File: src/sv/crsd_pkg.sv
// ----------------------------------------------------------------------------
// crsd_pkg: shared types and constants for the chunk snapshot decoder
// Holds payload structs, status and phase codes and header constants.
// ----------------------------------------------------------------------------
package crsd_pkg;

  localparam int unsigned BLOCKS_PER_CHUNK = 65536;

  localparam logic [31:0] SNAP_MAGIC   = 32'h3148_4C4D;
  localparam logic [31:0] SNAP_VERSION = 32'd1;

  typedef enum logic [2:0] {
    ST_OK     = 3'd0,
    ST_TRUNC  = 3'd1,
    ST_HEADER = 3'd2,
    ST_ZERO   = 3'd3,
    ST_OVER   = 3'd4,
    ST_SHORT  = 3'd5
  } status_e;

  typedef enum logic [2:0] {
    PH_MAGIC    = 3'd0,
    PH_VERSION  = 3'd1,
    PH_X        = 3'd2,
    PH_Z        = 3'd3,
    PH_COUNT    = 3'd4,
    PH_VALUE    = 3'd5,
    PH_LENGTH   = 3'd6,
    PH_FINISHED = 3'd7
  } phase_e;

  typedef enum logic [0:0] {
    CFG_CHUNK_X = 1'b0,
    CFG_CHUNK_Z = 1'b1
  } cfg_idx_e;

  typedef struct packed {
    logic [31:0] data_word;
    logic        end_of_file;
  } in_t;

  typedef struct packed {
    logic        run_valid;
    logic [31:0] run_value;
    logic [15:0] run_start;
    logic [16:0] run_length;
    logic        done_res;
    status_e     status;
  } out_t;

  // One result request from the parser towards the output queue.
  typedef struct packed {
    logic valid;
    out_t res;
  } res_req_t;

endpackage

File: src/sv/crsd_cfg_regs.sv
// ----------------------------------------------------------------------------
// crsd_cfg_regs: configuration registers
// Expected chunk coordinates, written through the configuration channel.
// ----------------------------------------------------------------------------
module crsd_cfg_regs (
  input  logic               clk_i,
  input  logic               rst_ni,
  input  logic               cfg_valid_i,
  input  crsd_pkg::cfg_idx_e cfg_index_i,
  input  logic [31:0]        cfg_data_i,
  output logic               cfg_ready_o,
  output logic [31:0]        chunk_x_o,
  output logic [31:0]        chunk_z_o
);

  logic [31:0] chunk_x_q, chunk_x_d;
  logic [31:0] chunk_z_q, chunk_z_d;

  assign cfg_ready_o = 1'b1;

  always_comb begin
    chunk_x_d = chunk_x_q;
    chunk_z_d = chunk_z_q;
    if (cfg_valid_i) begin
      case (cfg_index_i)
        crsd_pkg::CFG_CHUNK_X: chunk_x_d = cfg_data_i;
        crsd_pkg::CFG_CHUNK_Z: chunk_z_d = cfg_data_i;
        default: ;
      endcase
    end
  end

  always_ff @(posedge clk_i or negedge rst_ni) begin
    if (!rst_ni) begin
      chunk_x_q <= '0;
      chunk_z_q <= '0;
    end else begin
      chunk_x_q <= chunk_x_d;
      chunk_z_q <= chunk_z_d;
    end
  end

  assign chunk_x_o = chunk_x_q;
  assign chunk_z_o = chunk_z_q;

endmodule

File: src/sv/crsd_parser.sv
// ----------------------------------------------------------------------------
// crsd_parser: snapshot header and run parser
// Tracks the parse phase and fill cursor and forms at most one result per request.
// ----------------------------------------------------------------------------
module crsd_parser #(
  parameter int unsigned BlocksPerChunk = crsd_pkg::BLOCKS_PER_CHUNK
) (
  input  logic               clk_i,
  input  logic               rst_ni,
  input  logic               in_fire_i,
  input  crsd_pkg::in_t      in_data_i,
  input  logic [31:0]        chunk_x_i,
  input  logic [31:0]        chunk_z_i,
  output crsd_pkg::res_req_t res_o
);

  localparam int unsigned CurW = $clog2(BlocksPerChunk + 1);
  localparam logic [32:0] Limit = 33'(BlocksPerChunk);

  crsd_pkg::phase_e phase_q, phase_d;
  logic             header_bad_q, header_bad_d;
  logic [31:0]      runs_q, runs_d;
  logic [CurW-1:0]  cursor_q, cursor_d;
  logic [31:0]      pending_q, pending_d;

  logic [31:0] word;
  logic        eof;
  logic [32:0] run_end;
  logic [31:0] cursor_ext;
  logic        run_zero;
  logic        run_over;
  logic        last_run;

  assign word       = in_data_i.data_word;
  assign eof        = in_data_i.end_of_file;
  assign cursor_ext = 32'(cursor_q);
  assign run_end    = {1'b0, cursor_ext} + {1'b0, word};
  assign run_zero   = (word == '0);
  assign run_over   = (run_end > Limit);
  assign last_run   = (runs_q == 32'd1);

  // Next phase.
  always_comb begin
    phase_d = phase_q;
    if (in_fire_i) begin
      if (eof) begin
        phase_d = crsd_pkg::PH_MAGIC;
      end else begin
        case (phase_q)
          crsd_pkg::PH_MAGIC:   phase_d = crsd_pkg::PH_VERSION;
          crsd_pkg::PH_VERSION: phase_d = crsd_pkg::PH_X;
          crsd_pkg::PH_X:       phase_d = crsd_pkg::PH_Z;
          crsd_pkg::PH_Z:       phase_d = crsd_pkg::PH_COUNT;
          crsd_pkg::PH_COUNT: begin
            if (header_bad_q || run_zero) phase_d = crsd_pkg::PH_FINISHED;
            else                          phase_d = crsd_pkg::PH_VALUE;
          end
          crsd_pkg::PH_VALUE:   phase_d = crsd_pkg::PH_LENGTH;
          crsd_pkg::PH_LENGTH: begin
            if (run_zero || run_over || last_run) phase_d = crsd_pkg::PH_FINISHED;
            else                                  phase_d = crsd_pkg::PH_VALUE;
          end
          default:              phase_d = crsd_pkg::PH_FINISHED;
        endcase
      end
    end
  end

  // Datapath state and result.
  always_comb begin
    header_bad_d = header_bad_q;
    runs_d       = runs_q;
    cursor_d     = cursor_q;
    pending_d    = pending_q;
    res_o        = '0;
    res_o.res.status = crsd_pkg::ST_OK;
    if (in_fire_i) begin
      if (eof) begin
        header_bad_d = 1'b0;
        runs_d       = '0;
        cursor_d     = '0;
        pending_d    = '0;
        if (phase_q != crsd_pkg::PH_FINISHED) begin
          res_o.valid        = 1'b1;
          res_o.res.done_res = 1'b1;
          res_o.res.status   = crsd_pkg::ST_TRUNC;
        end
      end else begin
        case (phase_q)
          crsd_pkg::PH_MAGIC:   if (word != crsd_pkg::SNAP_MAGIC) header_bad_d = 1'b1;
          crsd_pkg::PH_VERSION: if (word != crsd_pkg::SNAP_VERSION) header_bad_d = 1'b1;
          crsd_pkg::PH_X:       if (word != chunk_x_i) header_bad_d = 1'b1;
          crsd_pkg::PH_Z:       if (word != chunk_z_i) header_bad_d = 1'b1;
          crsd_pkg::PH_COUNT: begin
            if (header_bad_q) begin
              res_o.valid        = 1'b1;
              res_o.res.done_res = 1'b1;
              res_o.res.status   = crsd_pkg::ST_HEADER;
            end else begin
              runs_d   = word;
              cursor_d = '0;
              if (run_zero) begin
                res_o.valid        = 1'b1;
                res_o.res.done_res = 1'b1;
                res_o.res.status   = crsd_pkg::ST_SHORT;
              end
            end
          end
          crsd_pkg::PH_VALUE:   pending_d = word;
          crsd_pkg::PH_LENGTH: begin
            res_o.valid = 1'b1;
            if (run_zero) begin
              res_o.res.done_res = 1'b1;
              res_o.res.status   = crsd_pkg::ST_ZERO;
            end else if (run_over) begin
              res_o.res.done_res = 1'b1;
              res_o.res.status   = crsd_pkg::ST_OVER;
            end else begin
              cursor_d = run_end[CurW-1:0];
              runs_d   = runs_q - 32'd1;
              res_o.res.run_valid  = 1'b1;
              res_o.res.run_value  = pending_q;
              res_o.res.run_start  = cursor_ext[15:0];
              res_o.res.run_length = word[16:0];
              if (last_run) begin
                res_o.res.done_res = 1'b1;
                res_o.res.status   = (run_end == Limit) ? crsd_pkg::ST_OK
                                                        : crsd_pkg::ST_SHORT;
              end
            end
          end
          default: ;
        endcase
      end
    end
  end

  always_ff @(posedge clk_i or negedge rst_ni) begin
    if (!rst_ni) begin
      phase_q      <= crsd_pkg::PH_MAGIC;
      header_bad_q <= 1'b0;
      runs_q       <= '0;
      cursor_q     <= '0;
      pending_q    <= '0;
    end else begin
      phase_q      <= phase_d;
      header_bad_q <= header_bad_d;
      runs_q       <= runs_d;
      cursor_q     <= cursor_d;
      pending_q    <= pending_d;
    end
  end

endmodule

File: src/sv/crsd_out_fifo.sv
// ----------------------------------------------------------------------------
// crsd_out_fifo: two-entry result queue
// Registers results and decouples the output handshake from the input side.
// ----------------------------------------------------------------------------
module crsd_out_fifo (
  input  logic               clk_i,
  input  logic               rst_ni,
  input  crsd_pkg::res_req_t push_i,
  output logic               space_o,
  output logic               out_valid_o,
  input  logic               out_ready_i,
  output crsd_pkg::out_t     out_data_o
);

  crsd_pkg::out_t mem_q [2];
  logic       wr_ptr_q, wr_ptr_d;
  logic       rd_ptr_q, rd_ptr_d;
  logic [1:0] count_q, count_d;
  logic       pop;

  assign space_o     = (count_q != 2'd2);
  assign out_valid_o = (count_q != 2'd0);
  assign pop         = out_valid_o && out_ready_i;
  assign out_data_o  = mem_q[rd_ptr_q];

  always_comb begin
    wr_ptr_d = wr_ptr_q ^ push_i.valid;
    rd_ptr_d = rd_ptr_q ^ pop;
    count_d  = count_q + {1'b0, push_i.valid} - {1'b0, pop};
  end

  always_ff @(posedge clk_i) begin
    if (push_i.valid) mem_q[wr_ptr_q] <= push_i.res;
  end

  always_ff @(posedge clk_i or negedge rst_ni) begin
    if (!rst_ni) begin
      wr_ptr_q <= 1'b0;
      rd_ptr_q <= 1'b0;
      count_q  <= '0;
    end else begin
      wr_ptr_q <= wr_ptr_d;
      rd_ptr_q <= rd_ptr_d;
      count_q  <= count_d;
    end
  end

endmodule

File: src/sv/chunk_rle_snapshot_decoder_top.sv
// ----------------------------------------------------------------------------
// chunk_rle_snapshot_decoder_top: chunk snapshot run-length decoder
// Parses a snapshot header and value/count pairs into run descriptors.
// ----------------------------------------------------------------------------
// Each result is registered in the output queue before it is offered.
// Throughput: one request per cycle; the parser updates in the cycle of
// acceptance and results sit in a two-entry queue in front of the output.
// Requests stall only when both queue entries are full.
// Reset clears the parser to expect a magic word, empties the queue and
// sets both expected coordinates to zero.
module chunk_rle_snapshot_decoder_top #(
  parameter int unsigned BlocksPerChunk = crsd_pkg::BLOCKS_PER_CHUNK
) (
  input  logic               clk_i,
  input  logic               rst_ni,
  input  logic               in_valid_i,
  output logic               in_ready_o,
  input  crsd_pkg::in_t      in_data_i,
  output logic               out_valid_o,
  input  logic               out_ready_i,
  output crsd_pkg::out_t     out_data_o,
  input  logic               cfg_valid_i,
  output logic               cfg_ready_o,
  input  crsd_pkg::cfg_idx_e cfg_index_i,
  input  logic [31:0]        cfg_data_i
);

  logic               in_fire;
  logic               space;
  logic [31:0]        chunk_x;
  logic [31:0]        chunk_z;
  crsd_pkg::res_req_t res_req;

  assign in_ready_o = space;
  assign in_fire    = in_valid_i && space;

  crsd_cfg_regs u_cfg (
    .clk_i       (clk_i),
    .rst_ni      (rst_ni),
    .cfg_valid_i (cfg_valid_i),
    .cfg_index_i (cfg_index_i),
    .cfg_data_i  (cfg_data_i),
    .cfg_ready_o (cfg_ready_o),
    .chunk_x_o   (chunk_x),
    .chunk_z_o   (chunk_z)
  );

  crsd_parser #(
    .BlocksPerChunk (BlocksPerChunk)
  ) u_parser (
    .clk_i     (clk_i),
    .rst_ni    (rst_ni),
    .in_fire_i (in_fire),
    .in_data_i (in_data_i),
    .chunk_x_i (chunk_x),
    .chunk_z_i (chunk_z),
    .res_o     (res_req)
  );

  crsd_out_fifo u_fifo (
    .clk_i       (clk_i),
    .rst_ni      (rst_ni),
    .push_i      (res_req),
    .space_o     (space),
    .out_valid_o (out_valid_o),
    .out_ready_i (out_ready_i),
    .out_data_o  (out_data_o)
  );

endmodule

File: config.mk
export PLATFORM = sky130hd
export DESIGN_NAME = chunk_rle_snapshot_decoder_top
export DESIGN_NICKNAME = d
export VERILOG_FILES = /design/src/sv/crsd_pkg.sv /design/src/sv/crsd_cfg_regs.sv /design/src/sv/crsd_parser.sv /design/src/sv/crsd_out_fifo.sv /design/src/sv/chunk_rle_snapshot_decoder_top.sv
export SDC_FILE = /design/constraint.sdc
export NUM_CORES = 1
export LEC_CHECK = 0
export ABC_AREA = 1
export BUFFER_PORTS_ARGS = -buffer_cell sky130_fd_sc_hd__buf_2
export CORE_ASPECT_RATIO = 1.5
export CORE_UTILIZATION = 50
export CTS_BUF_LIST = sky130_fd_sc_hd__clkbuf_8
export DETAILED_ROUTE_END_ITERATION = 10
export GPL_ROUTABILITY_DRIVEN = 0
export PLACE_DENSITY = 0.8
export SYNTH_ARGS = -nofsm -noshare
export SYNTH_HDL_FRONTEND = slang
export SYNTH_SLANG_ARGS = --single-unit
export TNS_END_PERCENT = 50
File: constraint.sdc
create_clock -name clk_i -period 3.5 [get_ports clk_i]
set_input_delay 0.175 -clock clk_i [delete_from_list [all_inputs] [get_ports clk_i]]
set_output_delay 0.175 -clock clk_i [all_outputs]
set_load 0.01 [all_outputs]
==> parameters.txt <==
Parameter                              Value

Synth
  Commonest cells in the netlist ... nand2_1, inv_1, dfrtp_1
  Simple-gate area share of the yosys netlist ... between 20% and 30%
  Ranking of synthesized cells by area ... edfxtp_1, dfrtp_1, nand2_1
  Synthesis Warnings ... 0
  Synthesized area divided by synthesized cell count ... ~8.2 um2
  Count of state elements after synthesis ... ~290
  Share of async-settable or async-resettable flops after synthesis ... 52.2%
  Leading area contributor after synthesis ... edfxtp_1
  Most frequent cell after synthesis ... nand2_1
  Share of synthesized area spent on multiplexers ... 0%
  Distinct cells, synth ... 45
  Post-Synth XOR/XNOR Area ... 3.73%
  Share of Yosys cell area claimed by the top area cell type ... 26.7%
  Share of the yosys chip area belonging to registers ... between 50% and 60%
  Synthesized-area fraction occupied by adder cells ... 1.96%
  Cell count after synthesis ... approximately 1,900
  Number of flops mapped to enable cells by yosys ... 140
  Leading register cell type out of synthesis ... dfrtp_1
  Synth Area in Compound Gates ... between 8 and 9%
  Combined area of all synthesized cells ... roughly 16,000 um2
  Net count after synthesis ... roughly 2,000
  Largest family of logic cells by synthesized area ... simple AND/OR/NAND/NOR gates

GRT
  Met2 Usage GRT ... between 40% and 50%
  Met3 capacity usage during global routing ... under 10%
  Most congested layer reported by global routing ... met2
  Total track usage ... 27.2%
  Aggregate global routing overflow ... 0
  Global-route track usage on met1 ... 32.6%
  Wire length of the first global-routing pass ... around 68,000 um
  Maximum number of pins on one net before global-route repair ... 109
  Antenna violations before repair ... 0
  Via count of the first global-routing pass ... roughly 13,000

Power and ir drop
  Total power per unit cell area ... around 600 nW/um2
  Static power due to leakage ... between 8 and 9 nW
  Worst-case vdd ir drop ... between 300 and 400 uV

Detailed routing
  DRC ... 0
  First drt pass iteration count ... 6
  Routed wire length ... 43,100 um
  Number of DRC markers after the initial detailed-route iteration ... approximately 1,400
  Routed wire per std cell ... 17.1 um
  Via density per instance ... approximately 5.5
  Number of nets with antenna violations after detailed routing ... 0
  Via count ... about 14,000

Clock tree
  Number of sinks on the clock net ... roughly 290
  Maximum level of the CTS H-tree ... 2
  Clock tree buffer depth ... 3
  Cell at the root of the clock tree ... clkbuf_8
  Worst-path clk slew ... ~0.06 ns
  Clock buffers created by TritonCTS ... between 40 and 50
  Skew-Pair Late Insertion Delay ... approximately 0.60 ns
  CTS tree ... built

Placed design
  Detailed placer's ending HPWL ... 30,600 um
  Post-place setup slack ... 0.231 ns
  Placed cell count ... 2,414
  DP Area ... around 17,000 um2
  Number of input and output port buffers inserted ... roughly 140

Run status
  Outcome ... completed

Setup path
  CP Capture Type ... flip-flop
  Delay of the slowest critical-path stage ... just under 0.4 ns
  Cell type of the slowest stage on the worst timing path ... fa_1
  Required @ worst endpoint ... a little under 4 ns
  Worst reg2reg path endpoint ... u_fifo.mem_q[1][6]
  Worst setup path class ... reg2reg
  Worst-path maximum fanout ... 29
  CP endpoint ... u_fifo.mem_q[1][6]
  Critical path data arrival time ... roughly 3.7 ns
  Reg2reg start ... u_parser.cursor_q[0]
  R2r setup slk ... between 0.2 and 0.3 ns
  Worst path cell trace ... ha_1, inv_1, fa_1, inv_1, nand2_1, nand2_1, nand3_1, nand2_2, nand2_1, nand2_1, nand2_1, nand2_1, nand2_1, nor2_1, nand3_1, nand2_1, nor2b_4, nand2_2, nor2_2, nand2_4, buf_12, nor2_1
  Critical Path Source ... u_parser.cursor_q[0]
  Length in cells of the worst reg-to-reg path ... 22
  Sort of element at the start of the critical path ... flip-flop
  Cell seen most often among critical-path stages ... nand2_1

Timing
  Actual transition at the worst max-transition pin ... 1.17 ns
  Tightest slew margin relative to the limit ... a little over a fifth
  Crit share post-route ... 92.1%
  Crit path time final ... about 3.2 ns
  Final setup viols ... 0
  Max Freq ... around 0.31 GHz
  Setup skew after layout ... between 0.02 and 0.025 ns
  Final hold violation count ... 0
  Slew Limit Fails ... 0
  Setup repair after global routing missed its margin ... no
  Worst Slack Setup Final ... roughly 0.28 ns

Floorplanning
  Core Box Area ... roughly 31,000 um2
  I/O pin count ... between 100 and 150
  Initial standard-cell utilization of the core ... 50.7%
  Total Die Area ... approximately 32,000 um2
  Site Rows ... around 80
  DIE HEIGHT ... between 200 and 250 um
  Die X-Extent ... ~150 um

Final layout
  Ant diodes ... 0
  Area grow syn2layout ... 15.2%
  Filler instances ... between 2,000 and 3,000
  Proportion of layout cells with a drive suffix above 1 ... roughly 15%
  Post-route non-filler standard cell count ... 2,528
  Fin area ... 18,100 um2
  Post-layout net count ... ~2,200

Hold path
  Worst hold start ... in_data_i[16]
  Hold/Removal Path Class ... in2reg

Job
  Number of max-cap violations ... 0
-- state kept, by name (all words and copies together), names as in the netlist --
signal and flops:
u_fifo.wr_ptr_q 1, u_fifo.count_q 2, u_fifo.rd_ptr_q 1, u_parser.pending_q 32, u_parser.header_bad_q 1, u_fifo.mem_q 140
u_cfg.chunk_x_o 32, u_cfg.chunk_z_o 32, u_parser.runs_q 32, u_parser.phase_q 3, u_parser.cursor_q 17
-- metrics by stage --
| stage | total power [mW] | util [%] | setup TNS, ns | hold WS, ns |
|---|---|---|---|---|
| 3_5_place_dp | 8.11 | 54.4 | 0 | 0.393 |
| 3_3_place_gp | 8.00 | 54.4 | 0 | 0.383 |
| 2_1_floorplan | 6.90 | - | -31.94 | -0.121 |
| 5_1_grt | 11.7 | 58.4 | 0 | 0.0226 |
| 6_report | 11.0 | 58.4 | 0 | 0.0480 |
| 4_1_cts | 11.0 | 58.4 | 0 | 0.0149 |
-- cell usage in the layout, fill, tap and decap left out, types with 9 or more instances in the layout --
master,instances
clkbuf_8,48
edfxtp_1,140
xnor2_1,45
nor2_1,141
or2_2,14
buf_4,19
o21ai_0,121
nor2_2,41
nor2_4,9
nand2_1,597
buf_2,141
nor3_1,20
nand4_1,31
dfrtp_1,152
o22ai_1,32
xor2_1,22
nor4_1,15
ha_1,21
nand3_1,69
o21ai_1,24
a21oi_1,26
nand3b_1,10
dlygate4sd3_1,34
o211ai_1,21
inv_1,258
-- power breakdown --
part / total, mW / internal [mW] / leakage [nW] / switching (mW)
logic: 3.45 / 1.17 / 4.65 / 2.28
clock network: 2.88 / 1.50 / 0.498 / 1.38
registers: 4.66 / 4.23 / 3.31 / 0.426
-- layout make-up --
class / count / area (um2) / area share (%)
repair buffers: 201 / 1320 / 7.28
flip-flops and latches: 293 / 8030 / 44.3
inverters: 250 / 938 / 5.18
well taps: 405 / 507 / 2.79
clock buffers: 48 / 661 / 3.64
multi-input cells: 1299 / 6430 / 35.5
clock inverters: 32 / 238 / 1.31
-- how the worst min path moves through the flow --
| stage | end | slack, ns | cells after the start |
|---|---|---|---|
| floorplan | u_cfg.chunk_x_o[0] | -0.12 | 0 |
| global placement | u_cfg.chunk_x_o[11] | 0.38 | 1 |
| detailed placement | u_cfg.chunk_x_o[13] | 0.39 | 1 |
| CTS | u_parser.pending_q[15] | 0.01 | 3 |
| global route | u_parser.pending_q[15] | 0.02 | 3 |
| finish | u_parser.pending_q[15] | 0.05 | 3 |
-- critical path: cells and delay by family, from the launching register on --
family | cells | cell delay, ns
adder cells (fa/ha/maj) | 2 | 0.59
buffers and inverters | 3 | 0.33
flip-flops | 1 | 0.37
AND/OR/NAND/NOR | 17 | 1.74
-- repair_timing --
action,4_1_cts,5_1_grt
setup endpoints to repair,0,116
hold buffers,34,0
endpoints found under the hold margin,171,0
buffers inserted,0,0
resized for setup,0,7
-- cell families (layout without fill, tap and decap cells) --
logic type      after synthesis  after routing
xor+xnor                     67             67
compound gates              239            239
flops                       293            293
simple gates                968            968
fa+ha+maj                    24             24
other cells                   1              1
buf+inv                     323            531
-- layer usage --
layer | vias to the layer above | part of all wire [%]
met5 | - | 0
met4 | 0 | 7.4
met2 | 656 | 48
met1 | 6415 | 38
met3 | 185 | 7.0
li1 | 6522 | -
No activity file was read; power rests on OpenSTA's default activity.
